===== config.mk =====
export PLATFORM = sky130hd
export DESIGN_NAME = overwriting_message_ring_queue_core
export DESIGN_NICKNAME = d
export VERILOG_FILES = /design/src/omrq_pkg.sv /design/src/omrq_bytes.sv /design/src/omrq_out_fifo.sv /design/src/omrq_ctrl.sv /design/src/overwriting_message_ring_queue_core.sv
export VERILOG_INCLUDE_DIRS = /design/src /design/src/src
export SDC_FILE = /design/constraint.sdc
export NUM_CORES = 2
export LEC_CHECK = 0
export ABC_AREA = 0
export BUFFER_PORTS_ARGS = -buffer_cell sky130_fd_sc_hd__buf_2
export CORE_ASPECT_RATIO = 0.8
export CORE_UTILIZATION = 54
export CTS_CLUSTER_SIZE = 16
export DETAILED_ROUTE_END_ITERATION = 6
export PLACE_DENSITY = 0.76
export SLEW_MARGIN = 20
export SYNTH_ARGS = -nofsm -noshare
export SYNTH_HDL_FRONTEND = slang
export SYNTH_SLANG_ARGS = --single-unit
export TNS_END_PERCENT = 100

===== constraint.sdc =====
create_clock -name aclk -period 3.3 [get_ports aclk]
set_input_delay 0.495 -clock aclk [delete_from_list [all_inputs] [get_ports aclk]]
set_output_delay 0.495 -clock aclk [all_outputs]
set_load 0.03 [all_outputs]

===== src/overwriting_message_ring_queue_core_defines.svh =====
// Assertion macros used by the ring queue sequencer.
`ifndef OVERWRITING_MESSAGE_RING_QUEUE_CORE_DEFINES_SVH
`define OVERWRITING_MESSAGE_RING_QUEUE_CORE_DEFINES_SVH

// Same-cycle implication, checked on aclk while aresetn is high.
`define OMRQ_ASSERT_NOW(label, ante, cons) \
    label: assert property (@(posedge aclk) disable iff (!aresetn) (ante) |-> (cons)) \
        else $error("omrq assertion failed");

// Next-cycle implication, checked on aclk while aresetn is high.
`define OMRQ_ASSERT_NEXT(label, ante, cons) \
    label: assert property (@(posedge aclk) disable iff (!aresetn) (ante) |=> (cons)) \
        else $error("omrq assertion failed");

`endif


===== src/omrq_pkg.sv =====
// Shared types and constants of the message ring queue.
package omrq_pkg;

    localparam int OP_W     = 2;
    localparam int SRC_W    = 4;
    localparam int BYTE_W   = 8;
    localparam int SIZE_W   = 6;

    localparam logic [OP_W-1:0] OP_PUSH   = 2'd0;
    localparam logic [OP_W-1:0] OP_POP    = 2'd1;
    localparam logic [OP_W-1:0] OP_NEWEST = 2'd2;
    localparam logic [OP_W-1:0] OP_SOURCE = 2'd3;

    localparam int OUT_DEPTH = 4;
    localparam int OUT_PTR_W = 2;
    localparam int OUT_CNT_W = 3;

    typedef struct packed {
        logic              found;
        logic [SRC_W-1:0]  src;
        logic [SIZE_W-1:0] size;
        logic [BYTE_W-1:0] data;
        logic              eor;
    } out_item_t;

    typedef struct packed {
        logic      direct;
        logic      issue;
        out_item_t item;
    } emit_t;

endpackage


===== src/omrq_bytes.sv =====
// Message byte memory: one write port, one registered read port.
module omrq_bytes #(
    parameter int ADDR_W = 8
) (
    input  logic                       aclk,
    input  logic                       wr_en,
    input  logic [ADDR_W-1:0]          wr_addr,
    input  logic [omrq_pkg::BYTE_W-1:0] wr_data,
    input  logic                       rd_en,
    input  logic [ADDR_W-1:0]          rd_addr,
    output logic [omrq_pkg::BYTE_W-1:0] rd_data
);
    import omrq_pkg::*;

    logic [BYTE_W-1:0] mem [2**ADDR_W];
    logic [BYTE_W-1:0] rd_data_reg;

    always_ff @(posedge aclk) begin
        if (wr_en) begin
            mem[wr_addr] <= wr_data;
        end
        if (rd_en) begin
            rd_data_reg <= mem[rd_addr];
        end
    end

    assign rd_data = rd_data_reg;

endmodule


===== src/omrq_out_fifo.sv =====
// Four-entry result buffer in front of the master port.
module omrq_out_fifo (
    input  logic                          aclk,
    input  logic                          aresetn,
    input  logic                          wr_en,
    input  omrq_pkg::out_item_t           wr_item,
    output logic                          out_vld,
    input  logic                          out_rdy,
    output omrq_pkg::out_item_t           out_item,
    output logic [omrq_pkg::OUT_CNT_W-1:0] count
);
    import omrq_pkg::*;

    out_item_t              entry_reg [OUT_DEPTH];
    logic [OUT_PTR_W-1:0]   wr_ptr_reg, wr_ptr_next;
    logic [OUT_PTR_W-1:0]   rd_ptr_reg, rd_ptr_next;
    logic [OUT_CNT_W-1:0]   count_reg, count_next;
    logic                   pop;

    assign out_vld  = (count_reg != '0);
    assign pop      = out_vld && out_rdy;
    assign out_item = entry_reg[rd_ptr_reg];
    assign count    = count_reg;

    always_comb begin
        wr_ptr_next = wr_en ? wr_ptr_reg + 1'b1 : wr_ptr_reg;
        rd_ptr_next = pop ? rd_ptr_reg + 1'b1 : rd_ptr_reg;
        count_next  = count_reg + OUT_CNT_W'(wr_en) - OUT_CNT_W'(pop);
    end

    always_ff @(posedge aclk) begin
        if (!aresetn) begin
            wr_ptr_reg <= '0;
            rd_ptr_reg <= '0;
            count_reg  <= '0;
        end else begin
            wr_ptr_reg <= wr_ptr_next;
            rd_ptr_reg <= rd_ptr_next;
            count_reg  <= count_next;
        end
    end

    always_ff @(posedge aclk) begin
        if (wr_en) begin
            entry_reg[wr_ptr_reg] <= wr_item;
        end
    end

endmodule


===== src/omrq_ctrl.sv =====
// Queue sequencer: head/tail, push fill, slot metadata memory, read and search.
module omrq_ctrl #(
    parameter int QUEUE_DEPTH       = 8,
    parameter int MAX_MESSAGE_BYTES = 32,
    parameter int SW                = 3,
    parameter int BW                = 5,
    parameter int CW                = 6
) (
    input  logic                        aclk,
    input  logic                        aresetn,
    input  logic                        in_vld,
    output logic                        in_rdy,
    input  logic [omrq_pkg::OP_W-1:0]   op,
    input  logic [omrq_pkg::SRC_W-1:0]  source,
    input  logic [omrq_pkg::BYTE_W-1:0] data_byte,
    input  logic                        has_byte,
    input  logic                        last,
    input  logic                        room,
    output logic                        bw_en,
    output logic [SW+BW-1:0]            bw_addr,
    output logic [omrq_pkg::BYTE_W-1:0] bw_data,
    output logic                        br_en,
    output logic [SW+BW-1:0]            br_addr,
    output omrq_pkg::emit_t             emit
);
    import omrq_pkg::*;
    `include "overwriting_message_ring_queue_core_defines.svh"

    localparam int MW = SRC_W + CW;

    localparam logic [1:0] ST_IDLE = 2'd0;
    localparam logic [1:0] ST_META = 2'd1;
    localparam logic [1:0] ST_EMIT = 2'd2;

    function automatic logic [SW-1:0] step_fwd(input logic [SW-1:0] i);
        return (i == SW'(QUEUE_DEPTH - 1)) ? '0 : i + 1'b1;
    endfunction

    function automatic logic [SW-1:0] step_back(input logic [SW-1:0] i);
        return (i == '0) ? SW'(QUEUE_DEPTH - 1) : i - 1'b1;
    endfunction

    logic [1:0]      state_reg, state_next;
    logic [SW-1:0]   head_reg, head_next;
    logic [SW-1:0]   tail_reg, tail_next;
    logic [CW-1:0]   cnt_reg, cnt_next;
    logic [SW-1:0]   cur_reg, cur_next;
    logic [CW-1:0]   k_reg, k_next;
    logic [CW-1:0]   size_reg, size_next;
    logic [SRC_W-1:0] msrc_reg, msrc_next;
    logic [OP_W-1:0] op_reg, op_next;
    logic [SRC_W-1:0] src_reg, src_next;
    logic            empty_reg, empty_next;

    logic [MW-1:0]   meta_mem [QUEUE_DEPTH];
    logic [MW-1:0]   meta_rd_reg;
    logic            meta_we, meta_re;
    logic [SW-1:0]   meta_raddr;
    logic [MW-1:0]   meta_wdata;
    logic [SRC_W-1:0] meta_src;
    logic [CW-1:0]   meta_size;

    logic            acc, store, rd_end;
    logic [CW-1:0]   cnt_inc;
    logic [SW-1:0]   head_fwd;
    out_item_t       none_item;

    assign in_rdy    = (state_reg == ST_IDLE);
    assign acc       = in_vld && in_rdy;
    assign meta_src  = meta_rd_reg[MW-1 -: SRC_W];
    assign meta_size = meta_rd_reg[CW-1:0];
    assign store     = has_byte && (cnt_reg < CW'(MAX_MESSAGE_BYTES));
    assign cnt_inc   = cnt_reg + CW'(store);
    assign head_fwd  = step_fwd(head_reg);
    assign rd_end    = (k_reg == size_reg - 1'b1);
    assign bw_data   = data_byte;

    always_comb begin
        none_item     = '0;
        none_item.eor = 1'b1;
    end

    always_comb begin
        state_next = state_reg;
        head_next  = head_reg;
        tail_next  = tail_reg;
        cnt_next   = cnt_reg;
        cur_next   = cur_reg;
        k_next     = k_reg;
        size_next  = size_reg;
        msrc_next  = msrc_reg;
        op_next    = op_reg;
        src_next   = src_reg;
        empty_next = empty_reg;
        bw_en      = 1'b0;
        bw_addr    = {head_reg, cnt_reg[BW-1:0]};
        br_en      = 1'b0;
        br_addr    = {cur_reg, k_reg[BW-1:0]};
        meta_we    = 1'b0;
        meta_wdata = {source, cnt_inc};
        meta_re    = 1'b0;
        meta_raddr = cur_reg;
        emit       = '0;
        unique case (state_reg)
            ST_IDLE: begin
                if (acc) begin
                    if (op == OP_PUSH) begin
                        bw_en = store;
                        if (last) begin
                            meta_we   = 1'b1;
                            cnt_next  = '0;
                            head_next = head_fwd;
                            if (head_fwd == tail_reg) begin
                                tail_next = step_fwd(tail_reg);
                            end
                        end else begin
                            cnt_next = cnt_inc;
                        end
                    end else begin
                        meta_re    = 1'b1;
                        meta_raddr = (op == OP_POP) ? tail_reg : step_back(head_reg);
                        cur_next   = meta_raddr;
                        op_next    = op;
                        src_next   = source;
                        empty_next = (head_reg == tail_reg);
                        state_next = ST_META;
                    end
                end
            end
            ST_META: begin
                priority if (empty_reg) begin
                    if (room) begin
                        emit.direct = 1'b1;
                        emit.item   = none_item;
                        state_next  = ST_IDLE;
                    end
                end else if (op_reg == OP_SOURCE && meta_src != src_reg) begin
                    if (cur_reg == tail_reg) begin
                        if (room) begin
                            emit.direct = 1'b1;
                            emit.item   = none_item;
                            state_next  = ST_IDLE;
                        end
                    end else begin
                        meta_re    = 1'b1;
                        meta_raddr = step_back(cur_reg);
                        cur_next   = meta_raddr;
                    end
                end else begin
                    tail_next  = (op_reg == OP_POP) ? step_fwd(tail_reg) : head_reg;
                    size_next  = meta_size;
                    msrc_next  = meta_src;
                    k_next     = '0;
                    state_next = ST_EMIT;
                end
            end
            ST_EMIT: begin
                emit.item.found = 1'b1;
                emit.item.src   = msrc_reg;
                emit.item.size  = SIZE_W'(size_reg);
                if (room) begin
                    if (size_reg == '0) begin
                        emit.direct   = 1'b1;
                        emit.item.eor = 1'b1;
                        state_next    = ST_IDLE;
                    end else begin
                        br_en         = 1'b1;
                        emit.issue    = 1'b1;
                        emit.item.eor = rd_end;
                        k_next        = k_reg + 1'b1;
                        if (rd_end) begin
                            state_next = ST_IDLE;
                        end
                    end
                end
            end
            default: begin
                state_next = ST_IDLE;
            end
        endcase
    end

    always_ff @(posedge aclk) begin
        if (!aresetn) begin
            state_reg <= ST_IDLE;
            head_reg  <= '0;
            tail_reg  <= '0;
            cnt_reg   <= '0;
        end else begin
            state_reg <= state_next;
            head_reg  <= head_next;
            tail_reg  <= tail_next;
            cnt_reg   <= cnt_next;
        end
    end

    always_ff @(posedge aclk) begin
        cur_reg   <= cur_next;
        k_reg     <= k_next;
        size_reg  <= size_next;
        msrc_reg  <= msrc_next;
        op_reg    <= op_next;
        src_reg   <= src_next;
        empty_reg <= empty_next;
    end

    always_ff @(posedge aclk) begin
        if (meta_we) begin
            meta_mem[head_reg] <= meta_wdata;
        end
        if (meta_re) begin
            meta_rd_reg <= meta_mem[meta_raddr];
        end
    end

    `OMRQ_ASSERT_NEXT(a_commit_nonempty, acc && op == OP_PUSH && last, head_reg != tail_reg)
    `OMRQ_ASSERT_NOW(a_direct_room, emit.direct, room)
    `OMRQ_ASSERT_NOW(a_issue_in_range, emit.issue, k_reg < size_reg)
    `OMRQ_ASSERT_NEXT(a_final_issue_idle, emit.issue && rd_end, state_reg == ST_IDLE)

endmodule


===== src/overwriting_message_ring_queue_core.sv =====
// Top level of the overwriting message ring queue.
//
//   Port group  Direction  Carries
//   s_*         in         op / source / data_byte / has_byte / last, one item per transfer
//   m_*         out        found / msg_source / msg_size / out_byte / end_of_run
//
// Push items leave s_tready high; s_tready stays high between reads.
// A read holds s_tready low while it checks metadata slots (one for a pop, a newest read
// or an empty queue, up to QUEUE_DEPTH-1 for a source search), then while it reads each
// byte or emits one empty message; a not-found result leaves with the last slot check.
// aresetn clears head, tail, fill count and the result buffer; memories keep their contents.
// m_tready low fills the four-entry result buffer, which then stalls byte reads.
module overwriting_message_ring_queue_core #(
    parameter int QUEUE_DEPTH       = 8,
    parameter int MAX_MESSAGE_BYTES = 32
) (
    input  logic        aclk,
    input  logic        aresetn,
    input  logic        s_tvalid,
    output logic        s_tready,
    input  logic [15:0] s_tdata,   // source[3:0], data_byte[11:4], zero[15:12]
    input  logic [2:0]  s_tuser,   // op[1:0], has_byte[2]
    input  logic        s_tlast,
    output logic        m_tvalid,
    input  logic        m_tready,
    output logic [23:0] m_tdata,   // msg_source[3:0], msg_size[9:4], out_byte[17:10], zero[23:18]
    output logic        m_tuser,   // found
    output logic        m_tlast
);
    import omrq_pkg::*;

    localparam int SW = (QUEUE_DEPTH > 2) ? $clog2(QUEUE_DEPTH) : 1;
    localparam int BW = (MAX_MESSAGE_BYTES > 1) ? $clog2(MAX_MESSAGE_BYTES) : 1;
    localparam int CW = $clog2(MAX_MESSAGE_BYTES + 1);

    logic                 bw_en, br_en, room, fifo_wr;
    logic [SW+BW-1:0]     bw_addr, br_addr;
    logic [BYTE_W-1:0]    bw_data, br_data;
    emit_t                emit;
    out_item_t            infl_item_reg, fifo_item, out_item;
    logic                 infl_vld_reg;
    logic [OUT_CNT_W-1:0] fifo_count;

    omrq_ctrl #(
        .QUEUE_DEPTH       (QUEUE_DEPTH),
        .MAX_MESSAGE_BYTES (MAX_MESSAGE_BYTES),
        .SW                (SW),
        .BW                (BW),
        .CW                (CW)
    ) u_ctrl (
        .aclk      (aclk),
        .aresetn   (aresetn),
        .in_vld    (s_tvalid),
        .in_rdy    (s_tready),
        .op        (s_tuser[1:0]),
        .source    (s_tdata[3:0]),
        .data_byte (s_tdata[11:4]),
        .has_byte  (s_tuser[2]),
        .last      (s_tlast),
        .room      (room),
        .bw_en     (bw_en),
        .bw_addr   (bw_addr),
        .bw_data   (bw_data),
        .br_en     (br_en),
        .br_addr   (br_addr),
        .emit      (emit)
    );

    omrq_bytes #(
        .ADDR_W (SW + BW)
    ) u_bytes (
        .aclk    (aclk),
        .wr_en   (bw_en),
        .wr_addr (bw_addr),
        .wr_data (bw_data),
        .rd_en   (br_en),
        .rd_addr (br_addr),
        .rd_data (br_data)
    );

    assign room = (fifo_count + OUT_CNT_W'(infl_vld_reg)) < OUT_CNT_W'(OUT_DEPTH);

    always_ff @(posedge aclk) begin
        if (!aresetn) begin
            infl_vld_reg <= 1'b0;
        end else begin
            infl_vld_reg <= emit.issue;
        end
    end

    always_ff @(posedge aclk) begin
        if (emit.issue) begin
            infl_item_reg <= emit.item;
        end
    end

    always_comb begin
        fifo_wr = infl_vld_reg || emit.direct;
        if (infl_vld_reg) begin
            fifo_item      = infl_item_reg;
            fifo_item.data = br_data;
        end else begin
            fifo_item = emit.item;
        end
    end

    omrq_out_fifo u_out_fifo (
        .aclk     (aclk),
        .aresetn  (aresetn),
        .wr_en    (fifo_wr),
        .wr_item  (fifo_item),
        .out_vld  (m_tvalid),
        .out_rdy  (m_tready),
        .out_item (out_item),
        .count    (fifo_count)
    );

    assign m_tdata = {6'b0, out_item.data, out_item.size, out_item.src};
    assign m_tuser = out_item.found;
    assign m_tlast = out_item.eor;

endmodule


Word level (Yosys, flattened, before mapping)
Memory sizes are Yosys's and may differ from the RTL's. A register that Yosys moved wholly into a read port is not among the register bits.
Index checks and enable logic that the tools add are counted.
- register bits after elaboration: 60
- bits in writable memories: 2208
- output and inout bits: 28
- memories: 3
- add/subtract/negate cells: 12
- magnitude comparators: 2
- eq/ne operators: 23
- mux-type cells: 77
- bitwise gates (word level): 3
- reduce and logical (&&, ||, !) cells: 20
- memories (memory ; depth ; bits a word ; read ports ; clocked after memory_dff ; write ports ; line ; RTL):
    u_bytes.mem ; 256 ; 8 ; 1 ; 1 ; 1 ; omrq_bytes.sv:15 ; logic [BYTE_W-1:0] mem [2**ADDR_W];
    u_ctrl.meta_mem ; 8 ; 10 ; 1 ; 1 ; 1 ; omrq_ctrl.sv:55 ; logic [MW-1:0] meta_mem [QUEUE_DEPTH];
    u_out_fifo.entry_reg ; 4 ; 20 ; 1 ; 1 ; 1 ; omrq_out_fifo.sv:14 ; out_item_t entry_reg [OUT_DEPTH];
- operators by type and width (cell ; count):
    20-bit 2-to-1 mux ; 4
    3-bit 2-to-1 mux ; 17
    1-bit 2-to-1 mux ; 30
    6-bit 2-to-1 mux ; 5
    2-bit 2-to-1 mux ; 12
    11-bit case mux with 2 select lines ; 1
    2-bit != test (second input constant) ; 9
    3-bit case mux with 2 select lines ; 2
    6-bit case mux with 2 select lines ; 1
    5-bit AND reduction ; 2
    3-bit == test ; 3
    3-bit AND reduction ; 3
    8-bit 2-to-1 mux ; 1
    7-bit AND reduction ; 1
    3-bit by 1-bit adder with 3-bit output ; 2
    3-bit by 1-bit adder with 3-bit output (second input constant) ; 2
    6-bit by 1-bit adder with 6-bit output ; 1
    6-bit by 1-bit adder with 6-bit output (second input constant) ; 1
    2-bit by 1-bit == test with 1-bit output (second input constant) ; 3
    3-bit == test (second input constant) ; 2
    6-bit == test ; 1
    3-bit zero test ; 2
    6-bit zero test ; 1
    6-bit < comparator (second input constant) ; 1
    18 further kinds ; 30

Depth between registers and ports, before layout
- word-level depth: 10
- depth in mapped cells: 14
- gate-level depth less buffers: 13

Modules after synthesis
Synthesis repeated with hierarchy kept, for this count alone.
- cells, all modules: 4391
- area total of the unflattened synthesis: 89941.3 um^2
- modules (own cells, without submodules) (module ; times used ; cells an instance ; area an instance (um^2)):
    omrq_bytes ; 1 ; 3733 ; 79636.4
    omrq_ctrl ; 1 ; 465 ; 6251.0
    omrq_out_fifo ; 1 ; 147 ; 3350.7
    overwriting_message_ring_queue_core ; 1 ; 46 ; 703.2

Worst setup path before layout
Ideal clock, no wire load.
- path kind: register to register
- start point: register u_ctrl.state_reg[0]
- end point: memory u_bytes.mem[243][0] (enable)
- library setup time: 0.370 ns
- data arrival time: 2.569 ns
- data required time: 2.930 ns
- setup slack: 0.361 ns
- stages on the path, launching flop included: 11
- buffers on the path: 3
- cells stage by stage: dfxtp_1 -> inv_1 -> ha_1 -> clkbuf_2 -> nand2_1 -> nor3_1 -> and3_1 -> clkbuf_1 -> nand4_1 -> clkbuf_1 -> nor2_1
- longest elaborated chain between the ends: 6
- RTL lines (item ; line ; RTL):
    start, declared ; omrq_ctrl.sv:43 ; logic [1:0] state_reg, state_next;
    start signal, assigned ; omrq_ctrl.sv:190 ; state_reg <= state_next;
    2-bit zero test (*) ; omrq_ctrl.sv:68 ; assign in_rdy = (state_reg == ST_IDLE);
    via s_tready ; overwriting_message_ring_queue_core.sv:20 ; output logic s_tready,
    1-bit logical AND ; omrq_ctrl.sv:69 ; assign acc = in_vld && in_rdy;
    1-bit 2-to-1 mux ; omrq_ctrl.sv:106 ; if (acc) begin
    1-bit 2-to-1 mux (*) ; omrq_ctrl.sv:104 ; unique case (state_reg)
    1-bit 2-to-1 mux (*) ; omrq_bytes.sv:19 ; if (wr_en) begin
    1-bit 2-to-1 mux (implied by the code) (*) ; omrq_bytes.sv:20 ; mem[wr_addr] <= wr_data;
    end, declared ; omrq_bytes.sv:15 ;
The timed path passes the listed nets; every way through them passes the cells marked *.

==> out/summary.txt <==
# IOs: 52
period utilisation layout: 100%
Post-Route M1 WL: 87.5 mm
first-pass GRT wire length: 340 mm
Skew-Pair Late Insertion Delay: 0.87 ns
post-route design area: 103000 sq um
All-Layer GR Usage: 28.5%
RSZ-0062 raised after global routing: yes
final worst slack: -0.0125 ns
Worst Setup Start Kind: flop
Die ar.: 168000 sq um
Register-to-Register Setup Slack: -0.01 ns
post-DP HPWL: 148 mm
wire length on met2: 108 mm
area occupied by multi-input gates: 19800 sq um
Root Driver: clkbuf_16
antenna violations before repair: 9
Min-Delay Path Class: primary input to flop
FP Rows: 133
Top FF cell, synth: edfxtp_1
Post-Place Setup Slack: -0.379 ns
EDFF count, synth: 2261
max_slew headroom: 24.0%
LEAKAGE: 33.7 nW
failing checks: DRC, setup timing
vias in the first global route: 47.9k
placed inst area: 96400 sq um
Max Clock Freq: 302 MHz
Min Clock Period, post-route: 3.31 ns
Fin. Hold Viols: 0
I/O Buffers: 41
Fin Clk Skew: 0.0461 ns
Core Footprint: 165000 sq um
DRC viols: 2
mean area per synthesized cell: 20.3 sq um
CP max FO: 16
Longest Clk Path Bufs: 3
max cap viols: 0
WHS: 0.133 ns
Clk pin slew, worst setup/hold paths: 0.07 ns
area delta synth->final: 14.9%
Slew @ Worst Pin: 1.14 ns
Post-DRT Antenna Nets: 0
Num CTS Buffers: 199
ys async rst share: 0%
sequential fraction of the synthesis area: 76.2%
Register Area: 68400 sq um
Final Net Count: 5061
starting density of the core: 54.5%
setup tns final: -0.0229 ns
drt first-iter violations: 8233
Critical Path End Type: flop
GRT overflow: 0
largest net degree at the start of global routing: 121
Post-Syn Area: 89800 sq um
Synth cell types: 76
run status: finished with violations
router iterations before antenna repair: 7
worst path arrival time: 3.89 ns
# clock sinks: 2288
yosys synthesis warning count: 0
Final setup violation count: 2
critical path required time: 3.88 ns
critical path class: flop to flop
layout cells sized above 1: 27.9%
DR vias: 49.0k
Max Slew Vio Count: 0
fillers: 10.6k
Die Y-Extent: 367 microns
Placer Congestion: 0.919
H-tree levels: 4
routed vias/inst: 6.68
Synth Instances: 4426
Die W: 458 microns
drt total wl: 240 mm
Pwr Density: 637 nW/um^2
TritonCTS clock tree: yes
Yosys reg bits: 2288
Worst VDD drop: 775 uV
WL met3: 34.5 mm
max reg flops: 2048
Top Metal Used: met5
WL/cell: 32.7 microns
path summary, 6_finish.rpt:
check                                            from                  to  cells past startpoint
worst min-delay path                         s_tvalid    u_ctrl.empty_reg                      2
worst min register to register  u_ctrl.meta_rd_reg[5]  u_ctrl.size_reg[5]                      0
worst max register to register        u_ctrl.k_reg[0]  u_bytes.rd_data[5]                     11
worst max-delay path                  u_ctrl.k_reg[0]  u_bytes.rd_data[5]                     11
synthesized netlist by cell type (all sizes together), types with 14 or more instances:
| cell | number | share of area, % |
|---|---|---|
| dfxtp | 27 | 0.60 |
| edfxtp | 2261 | 76 |
| nor2b | 26 | 0.18 |
| a221oi | 55 | 0.55 |
| nor3 | 20 | 0.11 |
| buf | 161 | 1.4 |
| nand4 | 14 | 0.098 |
| a22o | 21 | 0.20 |
| ha | 21 | 0.29 |
| nand2 | 109 | 0.46 |
| nor2 | 302 | 1.3 |
| and3 | 24 | 0.17 |
| a21oi | 87 | 0.48 |
| mux4 | 453 | 11 |
| o22ai | 36 | 0.25 |
| xnor2 | 21 | 0.20 |
| o21ai | 53 | 0.30 |
| o221ai | 49 | 0.48 |
| a211oi | 22 | 0.18 |
| mux2 | 37 | 0.46 |
| nand3 | 34 | 0.19 |
| a22oi | 86 | 0.72 |
| and2 | 36 | 0.25 |
| clkbuf | 113 | 0.49 |
| mux2i | 203 | 2.3 |
| inv | 20 | 0.084 |
cell usage in the layout (no fill, tap or decap), types with 21 or more instances in the layout:
cell type / netlist / layout
buf_2: 74 / 33
and3_1: 24 / 24
nor2_1: 302 / 296
buf_12: 8 / 66
xnor2_1: 21 / 21
clkinv_2: 0 / 35
a221oi_1: 53 / 50
nor2b_1: 26 / 21
and2_1: 36 / 35
mux2_2: 37 / 37
mux4_2: 420 / 420
clkinv_1: 2 / 50
a21oi_1: 87 / 84
a22o_1: 21 / 21
dfxtp_1: 27 / 26
o21ai_0: 48 / 47
edfxtp_1: 2261 / 2261
o22ai_1: 36 / 35
mux2i_1: 203 / 202
o221ai_1: 49 / 47
mux4_1: 33 / 33
buf_4: 34 / 535
clkbuf_1: 108 / 38
nand2_1: 109 / 104
a22oi_1: 85 / 83
nand3_1: 34 / 29
clkbuf_16: 0 / 201
area by class of cell:
cell class              instances  share of cell area [%]
inverters                      22                  0.0800
repair buffers                658                    5.67
clock buffers                 243                    5.06
clock inverters               119                    1.03
diodes                          3                 0.00728
flip-flops and latches       2288                    66.3
well taps                    2160                    2.62
multi-input cells            1846                    19.2
worst max-delay path, stage by stage, from the launching register on:
cell and delay (ns):
edfxtp_1 0.35, buf_4 0.12, buf_12 0.20, buf_16 0.21, buf_4 0.22, mux4_2 0.51
a22oi_1 0.28, nand3_1 0.20, a211o_1 0.41, a2bb2oi_4 0.25, buf_4 0.15, o211ai_1 0.08
routing by layer:
layer	up-vias	GRT usage [%]
li1	19500	-
met1	25000	40.6
met2	3943	41.6
met3	549	8.24
met4	12	11.5
met5	-	0
what timing repair did:
action / CTS / global route
cloned: 0 / 1
setup buffers: 10 / 5
endpoints found under the setup margin: 5 / 309
endpoints found under the hold margin: 39 / 0
hold buffers: 7 / 0
resized for setup: 10 / 35
pin swaps: 1 / 5
report_power, final:
group / switching (mW) / internal [mW] / leakage [nW]
combinational: 6.50 / 4.07 / 10.0
sequential: 0.130 / 32.1 / 20.6
clock: 10.5 / 12.4 / 3.07
total: 17.1 / 48.6 / 33.7
kinds of logic (layout without fill, tap and decap cells):
group | count (synthesis) | after routing | synth area share, %
compound gates | 496 | 496 | 3.98
xor+xnor | 32 | 32 | 0.312
fa+ha+maj | 22 | 22 | 0.315
buf+inv | 297 | 1042 | 2.00
flops | 2288 | 2288 | 76.2
mux | 693 | 693 | 14.2
other cells | 1 | 9 | 0.00418
simple gates | 597 | 597 | 2.96
stage by stage:
stage	total power, mW	cells	util (%)
6_report	65.7	7339	62.6
5_1_grt	67.2	7336	62.6
4_1_cts	65.4	7330	62.5
3_5_place_dp	42.8	6951	58.5
3_3_place_gp	42.7	6951	58.5
2_1_floorplan	38.6	4431	-
No activity file was read; power rests on OpenSTA's default activity.
